--- src/hw/rtl/fqse_pkg.sv ---
// ---------------------------------------------------------------------------
// fqse_pkg
// Shared types and constants for the searchable FIFO queue.
// ---------------------------------------------------------------------------
`default_nettype none

package fqse_pkg;

    // Queue depth; must be a power of two so pointers wrap naturally.
    localparam int DEPTH   = 16;
    localparam int VALUE_W = 32;
    localparam int IDX_W   = $clog2(DEPTH);
    localparam int CNT_W   = $clog2(DEPTH + 1);
    localparam int POS_W   = 5;
    localparam int CMD_W   = 2;
    localparam int STAT_W  = 2;

    typedef enum logic [CMD_W-1:0] {
        CMD_INSERT = 2'd0,
        CMD_DELETE = 2'd1,
        CMD_SEARCH = 2'd2,
        CMD_CHANGE = 2'd3
    } t_cmd;

    typedef enum logic [STAT_W-1:0] {
        ST_OK    = 2'd0,
        ST_FULL  = 2'd1,
        ST_EMPTY = 2'd2,
        ST_RANGE = 2'd3
    } t_status;

    typedef enum logic [1:0] {
        S_IDLE,
        S_SCAN,
        S_DONE
    } t_state;

    typedef struct packed {
        logic               we;
        logic [IDX_W-1:0]   waddr;
        logic [VALUE_W-1:0] wdata;
        logic               re;
        logic [IDX_W-1:0]   raddr;
    } t_mem_req;

endpackage

`default_nettype wire

--- src/hw/rtl/fqse_store.sv ---
// ---------------------------------------------------------------------------
// fqse_store
// Entry store: one write port, one read port with registered read data.
// ---------------------------------------------------------------------------
`default_nettype none

module fqse_store (
    input  wire logic                         i_clk,
    input  wire fqse_pkg::t_mem_req           i_req,
    output logic [fqse_pkg::VALUE_W-1:0]      o_rd_data
);

    logic [fqse_pkg::VALUE_W-1:0] r_mem [fqse_pkg::DEPTH];
    logic [fqse_pkg::VALUE_W-1:0] r_rd_data;

    always_ff @(posedge i_clk) begin
        if (i_req.we) begin
            r_mem[i_req.waddr] <= i_req.wdata;
        end
    end

    always_ff @(posedge i_clk) begin
        if (i_req.re) begin
            r_rd_data <= r_mem[i_req.raddr];
        end
    end

    assign o_rd_data = r_rd_data;

endmodule

`default_nettype wire

--- src/hw/rtl/fqse_ctrl.sv ---
// ---------------------------------------------------------------------------
// fqse_ctrl
// Command sequencer: pointer/count update, serial search with one shared
// comparator, and the result register.
// ---------------------------------------------------------------------------
`default_nettype none

module fqse_ctrl (
    input  wire logic                              i_clk,
    input  wire logic                              i_rst_n,
    input  wire logic                              i_in_valid,
    output logic                                   o_in_ready,
    input  wire logic [fqse_pkg::CMD_W-1:0]        i_command,
    input  wire logic [fqse_pkg::VALUE_W-1:0]      i_value,
    input  wire logic [fqse_pkg::POS_W-1:0]        i_position,
    output logic                                   o_out_valid,
    input  wire logic                              i_out_ready,
    output logic [fqse_pkg::STAT_W-1:0]            o_status,
    output logic                                   o_found,
    output logic [fqse_pkg::CNT_W-1:0]             o_count,
    output fqse_pkg::t_mem_req                     o_mem_req,
    input  wire logic [fqse_pkg::VALUE_W-1:0]      i_rd_data
);

    fqse_pkg::t_state  r_state, n_state;
    logic [fqse_pkg::IDX_W-1:0]   r_head, r_tail;
    logic [fqse_pkg::CNT_W-1:0]   r_count;
    logic [fqse_pkg::CNT_W-1:0]   r_issue;
    logic                         r_pend;
    logic                         r_found;
    fqse_pkg::t_status            r_status;
    logic [fqse_pkg::VALUE_W-1:0] r_value;

    logic                         r_out_valid;
    logic [fqse_pkg::STAT_W-1:0]  r_out_status;
    logic                         r_out_found;
    logic [fqse_pkg::CNT_W-1:0]   r_out_count;

    fqse_pkg::t_cmd               cmd;
    logic                         in_acc;
    logic                         full;
    logic                         empty;
    logic                         pos_ok;
    logic [fqse_pkg::IDX_W-1:0]   pos_idx;
    logic                         scan_done;
    logic                         hit;
    logic                         load_out;

    assign cmd     = fqse_pkg::t_cmd'(i_command);
    assign full    = (r_count == fqse_pkg::CNT_W'(fqse_pkg::DEPTH));
    assign empty   = (r_count == '0);
    assign pos_ok  = (i_position != '0) &&
                     ({{(fqse_pkg::CNT_W){1'b0}}, i_position} <=
                      {{(fqse_pkg::POS_W){1'b0}}, r_count});
    assign pos_idx = r_head + fqse_pkg::IDX_W'(i_position - fqse_pkg::POS_W'(1));
    assign scan_done = (r_issue == r_count) && !r_pend;
    // shared comparator: one stored entry against the search key per cycle
    assign hit      = r_pend && (i_rd_data == r_value);

    // next state
    always_comb begin
        n_state = r_state;
        unique case (r_state)
            fqse_pkg::S_IDLE: begin
                if (i_in_valid) begin
                    n_state = (cmd == fqse_pkg::CMD_SEARCH && !empty) ?
                              fqse_pkg::S_SCAN : fqse_pkg::S_DONE;
                end
            end
            fqse_pkg::S_SCAN: begin
                if (scan_done) begin
                    n_state = fqse_pkg::S_DONE;
                end
            end
            fqse_pkg::S_DONE: begin
                if (!r_out_valid || i_out_ready) begin
                    n_state = fqse_pkg::S_IDLE;
                end
            end
            default: n_state = fqse_pkg::S_IDLE;
        endcase
    end

    // outputs of the sequencer
    always_comb begin
        in_acc          = 1'b0;
        load_out        = 1'b0;
        o_mem_req.we    = 1'b0;
        o_mem_req.waddr = r_tail;
        o_mem_req.wdata = i_value;
        o_mem_req.re    = 1'b0;
        o_mem_req.raddr = r_head + r_issue[fqse_pkg::IDX_W-1:0];
        unique case (r_state)
            fqse_pkg::S_IDLE: begin
                in_acc = i_in_valid;
                if (cmd == fqse_pkg::CMD_CHANGE) begin
                    o_mem_req.waddr = pos_idx;
                end
                o_mem_req.we = i_in_valid &&
                               ((cmd == fqse_pkg::CMD_INSERT && !full) ||
                                (cmd == fqse_pkg::CMD_CHANGE && pos_ok));
            end
            fqse_pkg::S_SCAN: begin
                o_mem_req.re = (r_issue != r_count);
            end
            fqse_pkg::S_DONE: begin
                load_out = !r_out_valid || i_out_ready;
            end
            default: ;
        endcase
    end

    assign o_in_ready = (r_state == fqse_pkg::S_IDLE);

    always_ff @(posedge i_clk) begin
        if (!i_rst_n) begin
            r_state     <= fqse_pkg::S_IDLE;
            r_head      <= '0;
            r_tail      <= '0;
            r_count     <= '0;
            r_issue     <= '0;
            r_pend      <= 1'b0;
            r_out_valid <= 1'b0;
        end else begin
            r_state <= n_state;
            r_pend  <= o_mem_req.re;
            if (in_acc) begin
                r_issue <= '0;
                unique case (cmd)
                    fqse_pkg::CMD_INSERT: begin
                        if (!full) begin
                            r_tail  <= r_tail + fqse_pkg::IDX_W'(1);
                            r_count <= r_count + fqse_pkg::CNT_W'(1);
                        end
                    end
                    fqse_pkg::CMD_DELETE: begin
                        if (!empty) begin
                            r_head  <= r_head + fqse_pkg::IDX_W'(1);
                            r_count <= r_count - fqse_pkg::CNT_W'(1);
                        end
                    end
                    default: ;
                endcase
            end else if (o_mem_req.re) begin
                r_issue <= r_issue + fqse_pkg::CNT_W'(1);
            end
            if (load_out) begin
                r_out_valid <= 1'b1;
            end else if (i_out_ready) begin
                r_out_valid <= 1'b0;
            end
        end
    end

    // payload: command context and result
    always_ff @(posedge i_clk) begin
        if (in_acc) begin
            r_value <= i_value;
            r_found <= 1'b0;
            unique case (cmd)
                fqse_pkg::CMD_INSERT: r_status <= full  ? fqse_pkg::ST_FULL  : fqse_pkg::ST_OK;
                fqse_pkg::CMD_DELETE: r_status <= empty ? fqse_pkg::ST_EMPTY : fqse_pkg::ST_OK;
                fqse_pkg::CMD_CHANGE: r_status <= pos_ok ? fqse_pkg::ST_OK   : fqse_pkg::ST_RANGE;
                default:              r_status <= fqse_pkg::ST_OK;
            endcase
        end else if (hit) begin
            r_found <= 1'b1;
        end
        if (load_out) begin
            r_out_status <= r_status;
            r_out_found  <= r_found;
            r_out_count  <= r_count;
        end
    end

    assign o_out_valid = r_out_valid;
    assign o_status    = r_out_status;
    assign o_found     = r_out_found;
    assign o_count     = r_out_count;

endmodule

`default_nettype wire

--- src/hw/rtl/fifo_queue_with_search_and_edit.sv ---
// ---------------------------------------------------------------------------
// fifo_queue_with_search_and_edit
// Bounded FIFO of signed values with insert, delete, search and positional
// overwrite; one result beat per command.
// ---------------------------------------------------------------------------
//  channel | handshake                 | payload
//  --------+---------------------------+----------------------------------
//  in      | i_in_valid / o_in_ready   | i_command, i_value, i_position
//  out     | o_out_valid / i_out_ready | o_status, o_found, o_count
//
//  Insert, delete and change go from the accept straight to the result step.
//  Search walks the queue through the single store read port and one
//  comparator, reading each stored entry in turn; on an empty queue no
//  scan runs and the result step follows the accept directly.
//  Reset is synchronous, active low; the queue is empty after reset.
//  A result not yet taken on i_out_ready holds the next command in its
//  final step, with o_in_ready low.
// ---------------------------------------------------------------------------
`default_nettype none

module fifo_queue_with_search_and_edit (
    input  wire logic                                 i_clk,
    input  wire logic                                 i_rst_n,
    input  wire logic                                 i_in_valid,
    output logic                                      o_in_ready,
    input  wire logic [fqse_pkg::CMD_W-1:0]           i_command,
    input  wire logic signed [fqse_pkg::VALUE_W-1:0]  i_value,
    input  wire logic [fqse_pkg::POS_W-1:0]           i_position,
    output logic                                      o_out_valid,
    input  wire logic                                 i_out_ready,
    output logic [fqse_pkg::STAT_W-1:0]               o_status,
    output logic                                      o_found,
    output logic [fqse_pkg::CNT_W-1:0]                o_count
);

    fqse_pkg::t_mem_req            mem_req;
    logic [fqse_pkg::VALUE_W-1:0]  rd_data;

    fqse_ctrl u_ctrl (
        .i_clk       (i_clk),
        .i_rst_n     (i_rst_n),
        .i_in_valid  (i_in_valid),
        .o_in_ready  (o_in_ready),
        .i_command   (i_command),
        .i_value     (fqse_pkg::VALUE_W'(i_value)),
        .i_position  (i_position),
        .o_out_valid (o_out_valid),
        .i_out_ready (i_out_ready),
        .o_status    (o_status),
        .o_found     (o_found),
        .o_count     (o_count),
        .o_mem_req   (mem_req),
        .i_rd_data   (rd_data)
    );

    fqse_store u_store (
        .i_clk     (i_clk),
        .i_req     (mem_req),
        .o_rd_data (rd_data)
    );

    a_busy_after_accept: assert property (@(posedge i_clk) disable iff (!i_rst_n)
        (i_in_valid && o_in_ready) |=> !o_in_ready)
        else $error("accepted a beat without going busy");

    a_full_count: assert property (@(posedge i_clk) disable iff (!i_rst_n)
        (o_out_valid && o_status == fqse_pkg::ST_FULL) |->
        (o_count == fqse_pkg::CNT_W'(fqse_pkg::DEPTH)))
        else $error("full status with queue not full");

    a_empty_count: assert property (@(posedge i_clk) disable iff (!i_rst_n)
        (o_out_valid && o_status == fqse_pkg::ST_EMPTY) |-> (o_count == '0))
        else $error("empty status with entries present");

    a_found_ok: assert property (@(posedge i_clk) disable iff (!i_rst_n)
        (o_out_valid && o_found) |->
        (o_status == fqse_pkg::ST_OK && o_count != '0))
        else $error("found flag on a bad status or empty queue");

endmodule

`default_nettype wire
--- config.mk ---
export PLATFORM = sky130hd
export DESIGN_NAME = fifo_queue_with_search_and_edit
export DESIGN_NICKNAME = d
export VERILOG_FILES = /design/src/hw/rtl/fqse_pkg.sv /design/src/hw/rtl/fqse_store.sv /design/src/hw/rtl/fqse_ctrl.sv /design/src/hw/rtl/fifo_queue_with_search_and_edit.sv
export SDC_FILE = /design/constraint.sdc
export NUM_CORES = 1
export LEC_CHECK = 0
export ABC_CLOCK_PERIOD_IN_PS = 5100
export BUFFER_PORTS_ARGS = -buffer_cell sky130_fd_sc_hd__buf_2
export CORE_MARGIN = 1
export CORE_UTILIZATION = 29
export DETAILED_ROUTE_END_ITERATION = 8
export PLACE_DENSITY_LB_ADDON = 0.15
export REMOVE_ABC_BUFFERS = 1
export SLEW_MARGIN = 20
export SYNTH_ARGS = -nofsm -noshare
export SYNTH_HDL_FRONTEND = slang
export SYNTH_SLANG_ARGS = --single-unit
--- constraint.sdc ---
create_clock -name i_clk -period 5.1 [get_ports i_clk]
set_input_delay 0.51 -clock i_clk [delete_from_list [all_inputs] [get_ports i_clk]]
set_output_delay 0.51 -clock i_clk [all_outputs]
set_load 0.05 [all_outputs]
Word-level counts from Yosys, hierarchy flattened --
Memory sizes are Yosys's and may differ from the RTL's. A register that Yosys moved wholly into a read port is not among the register bits. Index checks and enable logic that the tools add are counted.
Operators by class: $add $sub $neg 8, magnitude comparators 1, eq/ne operators 14, mux-type cells 21, bitwise operators 3, reductions and logical operators 24
Operators with widths (number):
- equality test 32 bit | 1
- 2-to-1 mux 5 bit | 3
- 2-to-1 mux 2 bit | 6
- case mux 2 bit (3 select lines) | 2
- adder 5 x 1 -> 5 bit, second input constant | 2
- case mux 5 bit (2 select lines) | 1
- AND reduction 3 bit | 3
- adder 4 x 1 -> 4 bit, second input constant | 2
- adder 4 bit | 2
- 2-to-1 mux 1 bit | 8
- logical AND 1 bit | 7
- equality test 2 bit, second input constant | 3
- inequality test 2 bit, second input constant | 3
- equality test 5 bit | 1
- equality test 5 bit, second input constant | 1
- less-or-equal comparator 5 bit | 1
- zero test 5 bit | 1
- inequality test 5 bit | 1
- nonzero test 5 bit | 1
- subtractor 5 x 1 -> 5 bit, second input constant | 1
- equality test 2 x 1 -> 1 bit, second input constant | 2
- zero test 1 bit | 4
- zero test 2 bit | 2
- 2-to-1 mux 4 bit | 1
- other kinds (7) | 12
Word-level totals: register bits 65, memory bits (writable) 512, input bits 43, output and inout bits 10, logic and storage cells 85, memories 1
Memories:
- u_store.r_mem | depth 16, width 32, read ports 1, clocked after memory_dff 1, write ports 1, line fqse_store.sv:13 | logic [fqse_pkg::VALUE_W-1:0] r_mem [fqse_pkg::DEPTH];

Depth between registers and ports, before layout --
Gate-level depths: netlist of the first run.
depth after elaboration 8, mapped depth 12, depth with buffers taken out 11

Cells and area by module --
A second synthesis of the first run with hierarchy kept.
Unflattened totals: cell total of the unflattened synthesis 1151, area, all modules 23715.2 µm²
By module, submodules not included:
- fqse_store | times used 1, cells an instance 838, area an instance 20155.6 µm², seq. area each 16335.7 µm²
- fqse_ctrl | times used 1, cells an instance 313, area an instance 3559.7 µm², seq. area each 1721.7 µm²

Worst setup path before layout of the first run --
OpenSTA, ideal clock, no wires.
path kind input to register, from in i_position[1] (netlist name), to mem u_store.r_mem[10][0] (netlist name) (enable), library setup time 0.461 ns, data arrival time 4.445 ns, data required time 4.639 ns, setup slack 0.194 ns, cell stages on the path 12, path buffers 1, cells stage by stage inv_1 -> ha_1 -> inv_1 -> ha_1 -> inv_1 -> fa_1 -> xnor2_1 -> xnor2_1 -> mux2i_1 -> or2_1 -> buf_6 -> nor3_1
Between the ends: cells in the longest elaborated chain, start to end 8, elaborated cells between the ends (all ways) 12, those cells by class 2 x add/sub; 1 x order compare; 4 x mux; 5 x reduce/logical
Ends and longest elaborated chain:
- start, declared | line fifo_queue_with_search_and_edit.sv:28 | input wire logic [fqse_pkg::POS_W-1:0] i_position,
- branches (longest 5 deep; another with subtractor 4 x 1 -> 4 bit)
- 2-to-1 mux 5 bit (*) | line fqse_ctrl.sv:93 | unique case (r_state)
- 2-to-1 mux 1 bit | line fqse_store.sv:17 | if (i_req.we) begin
- 2-to-1 mux 1 bit (not written as such) | line fqse_store.sv:18 | r_mem[i_req.waddr] <= i_req.wdata;
- end, declared | line fqse_store.sv:13
Every way passes the cells marked *.

Final worst setup path of the first run --
from reg u_ctrl.r_issue[0] (netlist name), to reg u_store.r_rd_data (netlist bit u_store.o_rd_data[20]), read port of u_store.r_mem, data pin
Between the ends: cells in the longest elaborated chain, start to end 2, elaborated cells between the ends (all ways) 3, those cells by class 1 x add/sub; 1 x eq/ne; 1 x mux
Ends and longest elaborated chain:
- start, declared | line fqse_ctrl.sv:28 | logic [fqse_pkg::CNT_W-1:0] r_issue;
- start signal, assigned | line fqse_ctrl.sv:145 | r_issue <= r_issue + fqse_pkg::CNT_W'(1);
- branches (longest 2 deep; another with adder 4 bit)
- end, declared | line fqse_store.sv:14 | logic [fqse_pkg::VALUE_W-1:0] r_rd_data;
Several ways; the timed one is not identified. A chain may end at the register's enable or synchronous reset.

==> results of run 1 <==
-- through the flow --
step	total power [mW]	instances	instance area [sq um]	TNS (ps)	hold slack, ps
2_1_floorplan	5.84	1135	23500	-50250	400
6_report	10.8	2415	27900	0	211
4_1_cts	11.0	2415	27900	0	177
3_3_place_gp	6.00	2290	25600	0	411
3_5_place_dp	6.00	2290	25600	0	413
5_1_grt	11.2	2415	27900	0	197
-- sequential cells by signal, summed over array words and instances (netlist names), 2 cells and up --
| register | cells |
|---|---|
| u_ctrl.r_value | 32 |
| u_ctrl.r_state | 2 |
| u_ctrl.r_tail | 4 |
| u_ctrl.r_count | 5 |
| u_ctrl.r_status | 2 |
| u_ctrl.r_issue | 5 |
| u_ctrl.o_count | 5 |
| u_ctrl.o_status | 2 |
| u_store.o_rd_data | 32 |
| u_store.r_mem | 512 |
| u_ctrl.r_head | 4 |
-- cell usage in the layout (no fill, tap or decap), types with 29 or more instances in the layout --
master     Yosys  layout
edfxtp_1     586     586
mux4_2       128     128
nand2_1       75      75
clkbuf_16      0      70
buf_2         15      52
buf_4          0      41
and2_1        40      40
a31oi_1       36      36
a211oi_1      35      35
xnor2_1       31      29
-- final cells by class --
class | count | area (sq um)
clock buffer | 87 | 1820
timing repair buffer | 95 | 608
sequential | 609 | 18100
clock inverter | 38 | 473
tap | 1060 | 1330
multi-input combinational | 504 | 5550
inverter | 22 | 82.6
fill | 7601 | 52900
-- path summary, 6_finish.rpt --
| kind | from | end | slack [ps] |
|---|---|---|---|
| min reg2reg | u_ctrl.r_status[0] | u_ctrl.o_status[0] | 420 |
| max | u_ctrl.r_issue[0] | u_store.o_rd_data[20] | 1580 |
| max reg2reg | u_ctrl.r_issue[0] | u_store.o_rd_data[20] | 1580 |
| min | i_out_ready | u_ctrl.o_out_valid | 210 |
-- critical path, delay by kind of cell (launching register included) --
family	cells	cell delay, ps
multiplexers	1	330
AO/OA/AOI/OAI	2	650
buffers and inverters	2	390
adder cells (fa/ha/maj)	2	1350
flip-flops	1	480
-- layer usage --
metal  GRT usage (%)  wire [um]  vias to the layer above  part of all wire [%]
met5               0          0                        -                     0
met4            3.47       1060                        0                   1.9
met3            2.42       1880                       76                   3.4
met2            22.0      26200                      207                    48
met1            18.8      25600                     5951                    47
li1                -          -                     5066                     -
-- power by group --
| part | leakage (nW) | total [mW] | switching [mW] | internal (mW) |
|---|---|---|---|---|
| combinational | 2.23 | 0.342 | 0.229 | 0.113 |
| clock | 1.10 | 4.96 | 2.00 | 2.96 |
| sequential | 5.48 | 5.55 | 0.0191 | 5.53 |
| total | 8.80 | 10.8 | 2.25 | 8.60 |
-- logic make-up (layout without fill, tap and decap cells) --
family,Yosys count,count (layout),share of synthesized area [%]
AOI/OAI and AO/OA,106,106,3.12
buffers and inverters,79,242,1.39
xor gates and xnor gates,55,55,2.02
muxes,133,133,12.3
and+or+nand+nor,189,189,4.04
adders and majority gates,21,21,1.20
DFF,609,609,75.9
==> impl_metrics.tcl, run 1 <==
set metrics [dict create \
    status "finished, violations left" \
    ant_nets 0 \
    ctsHoldBuffers 0 \
    die-area_sq_mm 0.0832 \
    grt_pass1_vias 12200 \
    drt-vias-per-instance 4.68 \
    syn_area_sq_mm 0.0238 \
    max_cap_viol_count 0 \
    clk_pin_slew_worst_paths_ps 60 \
    root_buffer "clkbuf_16" \
    synth_top_cell_area_share_pct 74.0 \
    drt-wirelength-per-cell_um 22.7 \
    drv_slew 0 \
    synthCells 1192 \
    worstSetupEndpointType "flop" \
    drive_gt1_share_pct 25.8 \
    synthArstFlopShare_pct 0 \
    vdd.ir_drop.worst_mv 0.196 \
    antenna_found_initial 0 \
    power_density_mw_per_mm2 389 \
    path_max_fanout 33 \
    ys_ff_latch 609 \
    worst_pin_slew_ps 967 \
    area_growth_pct 17.3 \
    die_y_um 288 \
    violations "design-rule violations" \
    cts_max_level 3 \
    layout_setup_ws_ps 1580 \
    syn_avg_cell_area_sq_um 20.0 \
    path_cells "ha_4 -> inv_1 -> fa_4 -> buf_4 -> mux4_2 -> a211oi_1 -> a31oi_1" \
    routed_wl_mm 54.8 \
    first_pass_iters 7 \
    nets 1365 \
    holdPathStages 3 \
    post-place-ws_ps 1440 \
    relSlewSlack_pct 34.9 \
    rows 104 \
    fin_skew_ps 28.3 \
    drcViolationCount 6 \
    port_buffers 52 \
    grt_max_degree 65 \
    place_congestion 0.718 \
    yosysMostFrequentCell "edfxtp_1" \
    finalHoldViolations 0 \
    period_minus_slack_ps 3520 \
    num_vias 11300 \
    startpoint_type "flop" \
    numCtsBuffers 69 \
    cts_tree "done" \
    cts_sinks 609 \
    fmax_ghz 0.284 \
    cts_buffer_depth 3 \
    worstPathArrival_ps 3830 \
    synthFlopType "edfxtp_1" \
    synthTopCellsByArea "edfxtp_1, mux4_2, dfxtp_1, nand2_1, xnor2_1" \
    cp_slowest_stage_delay_ps 1170 \
    hold_path.class "input pin to flop" \
    cts.repair.resized 0 \
    post_cts_buffers 0 \
    num_io_pins 53 \
    synth.largest_area_cell "edfxtp_1" \
    track_usage_pct 13.6 \
    gr-total-overflow 0 \
    clk_latency_ps 610 \
    ys_warn_count 0 \
    period_share_pct 69.0 \
    antenna_cells 0 \
    fp.dieW_um 288 \
    critPathRequiredTime_ps 5410 \
    synth_cell_types 46 \
    synth-seq-area-share_pct 75.9 \
    worstSetupPathType "flop to flop" \
    synth_edf_count 586 \
    cp_slowest_cell "fa_4" \
    dp_hpwl_mm 33.1 \
    rsz0062_at_grt "false" \
    drtIter0Drc 682 \
    synth_common_cells "edfxtp_1, mux4_2, nand2_1" \
    initial_core_util_pct 29.4 \
    coreArea_sq_mm 0.0808 \
    utilization_pct 34.5 \
    rr_worst_depth 7 \
    setup_viol 0 \
    grt_pass1_wl_mm 82.5 \
    power_leakage_nw 8.80 \
]
Power figures use the tool's default switching activity.
==> run 2: changes to the inputs <==
--- a/config.mk
+++ b/config.mk
@@ -5,7 +5,7 @@
 export SDC_FILE = /design/constraint.sdc
 export NUM_CORES = 1
 export LEC_CHECK = 0
-export ABC_CLOCK_PERIOD_IN_PS = 5100
+export ABC_CLOCK_PERIOD_IN_PS = 3550
 export BUFFER_PORTS_ARGS = -buffer_cell sky130_fd_sc_hd__buf_2
 export CORE_MARGIN = 1
 export CORE_UTILIZATION = 29
==> constraint.sdc (replaced) <==
create_clock -name i_clk -period 3.55 [get_ports i_clk]
set_input_delay 0.355 -clock i_clk [delete_from_list [all_inputs] [get_ports i_clk]]
set_output_delay 0.355 -clock i_clk [all_outputs]
set_load 0.05 [all_outputs]
==> impl_metrics.tcl, run 2 (synthesized netlist as in run 1, its figures left out) <==
set metrics [dict create \
    drive_gt1_share_pct 26.6 \
    drtIter0Drc 752 \
    worstPathArrival_ps 3540 \
    drcViolationCount 6 \
    antenna_found_initial 2 \
    power_leakage_nw 8.96 \
    drt-vias-per-instance 4.70 \
    utilization_pct 35.0 \
    combPwrFrac_pct 3.3 \
    initial_core_util_pct 29.4 \
    p_sw_share_pct 21.0 \
    relSlewSlack_pct 32.2 \
    post_cts_buffers 0 \
    max_cap_viol_count 0 \
    port_buffers 52 \
    area_growth_pct 18.9 \
    clk_latency_ps 600 \
    grt_max_degree 65 \
    rr_worst_depth 12 \
    coreArea_sq_mm 0.0808 \
    grt_pass1_wl_mm 83.4 \
    power_density_mw_per_mm2 547 \
    switching_power_mw 3.24 \
    gr-total-overflow 0 \
    path_max_fanout 32 \
    setup_viol 0 \
    setup_tns_ps 0 \
    antenna_cells 0 \
    layout_common_cells "edfxtp_1, mux4_2, nand2_1" \
    die-area_sq_mm 0.0832 \
    violations "design-rule violations" \
    critPathRequiredTime_ps 3820 \
    r2r_end "u_store.r_mem[8][26]" \
    nets 1385 \
    worstReg2RegStart "u_ctrl.r_head[1]" \
    finalHoldViolations 0 \
    status "finished, violations left" \
    period_share_pct 92.1 \
    routed_wl_mm 55.9 \
    holdPathStages 3 \
    rsz0062_at_grt "false" \
    ff2ff_setup_slack_ps 280 \
    cts_buffer_depth 3 \
    fp.dieW_um 288 \
    num_io_pins 53 \
    placedCellCount 2310 \
    fmax_ghz 0.306 \
    ctsHoldBuffers 0 \
    min_to "u_ctrl.o_out_valid" \
    p_clk_share_pct 45.2 \
    vdd.ir_drop.worst_mv 0.323 \
    largest_register_ffs 512 \
    min_from "i_out_ready" \
    drt-wirelength-per-cell_um 23.0 \
    period_minus_slack_ps 3270 \
    worstSetupPathType "flop to flop" \
    numCtsBuffers 69 \
    fin_skew_ps 22.1 \
    place_area_sq_mm 0.0261 \
    p_int_mw 12.2 \
    ant_nets 0 \
    dp_hpwl_mm 32.8 \
    fin_area_sq_mm 0.0283 \
    cts_max_level 3 \
    track_usage_pct 13.8 \
    pwr-share-seq_pct 51.5 \
    grt_pass1_vias 12300 \
    root_buffer "clkbuf_16" \
    layout_commonest_cell "edfxtp_1" \
    worst_pin_slew_ps 1010 \
    worstSetupEndpointType "flop" \
    cts.repair.resized 0 \
    die_y_um 288 \
    largest_register "u_store.r_mem" \
    place_congestion 0.719 \
    first_pass_iters 7 \
    hold_path.class "input pin to flop" \
    cts_tree "done" \
    drv_slew 0 \
    startpoint_type "flop" \
    rows 104 \
    clk_pin_slew_worst_paths_ps 60 \
    cts_sinks 609 \
    num_vias 11400 \
    stdcell_count 2429 \
]
## run 2: changes by cell type in the layout (fill, tap and decap cells not counted)
| cell | previous run | this run |
|---|---|---|
| clkbuf_1 | 17 | 12 |
| clkbuf_8 | 0 | 1 |
| clkinv_8 | 4 | 1 |
| clkinvlp_4 | 4 | 2 |
| clkinv_2 | 7 | 4 |
| clkinv_16 | 1 | 0 |
| bufinv_16 | 8 | 6 |
| nand2b_1 | 7 | 6 |
| buf_4 | 41 | 37 |
| inv_6 | 1 | 2 |
| nand2b_2 | 0 | 1 |
| buf_12 | 2 | 26 |
| clkinv_1 | 10 | 15 |
| inv_16 | 0 | 3 |
## run 2: power groups by stage
stage | registers, mW | logic (mW) | clock network [mW]
4_1_cts | 7.96 | 0.525 | 7.21
3_5_place_dp | 8.12 | 0.524 | 0
3_3_place_gp | 8.11 | 0.519 | 0
6_report | 7.97 | 0.509 | 6.99
2_1_floorplan | 8.14 | 0.258 | 0
5_1_grt | 7.97 | 0.562 | 7.45
## run 2: stage by stage
stage	hold WS, ps	power (mW)	setup WS (ps)
6_report	65.2	15.5	281
3_3_place_gp	403	8.63	102
5_1_grt	87.1	16.0	33.6
2_1_floorplan	400	8.40	-3120
4_1_cts	30.5	15.7	180
3_5_place_dp	406	8.64	114
## run 2: worst max-delay path, stage by stage, from the launching register on
cell,delay [ps]
dfxtp_1,390
inv_1,110
ha_1,280
inv_1,60
ha_1,130
inv_1,50
fa_1,420
xnor2_1,180
xnor2_1,140
mux2i_1,150
or2_1,420
nor3_2,320
buf_12,270
## run 2: per-layer routing
layer  GRT usage, %  vias up  routed length (um)
met5              0        -                  25
met4           3.29        4                1000
met3           2.68       73                1960
met2           22.0      192               26300
met1           19.4     6050               26600
li1               -     5099                   -
## run 2: layout make-up
| cell class | count | area, sq um |
|---|---|---|
| fill | 7513 | 52500 |
| sequential | 609 | 18100 |
| multi-input combinational | 504 | 5550 |
| clock buffer | 83 | 1810 |
| tap | 1060 | 1330 |
| timing repair buffer | 115 | 1060 |
| clock inverter | 36 | 392 |
| inverter | 22 | 82.6 |
## run 2: worst max-delay path by stage
stage / from / cells after the start / endpoint
2_1_floorplan: u_ctrl.r_issue[0] / 5 / u_store.o_rd_data[0]
3_3_place_gp: i_position[1] / 13 / u_store.r_mem[4][7]
3_5_place_dp: i_position[1] / 13 / u_store.r_mem[5][22]
5_1_grt: u_ctrl.r_head[1] / 12 / u_store.r_mem[5][11]
6_report: u_ctrl.r_head[1] / 12 / u_store.r_mem[8][26]
4_1_cts: u_ctrl.r_head[1] / 12 / u_store.r_mem[5][11]
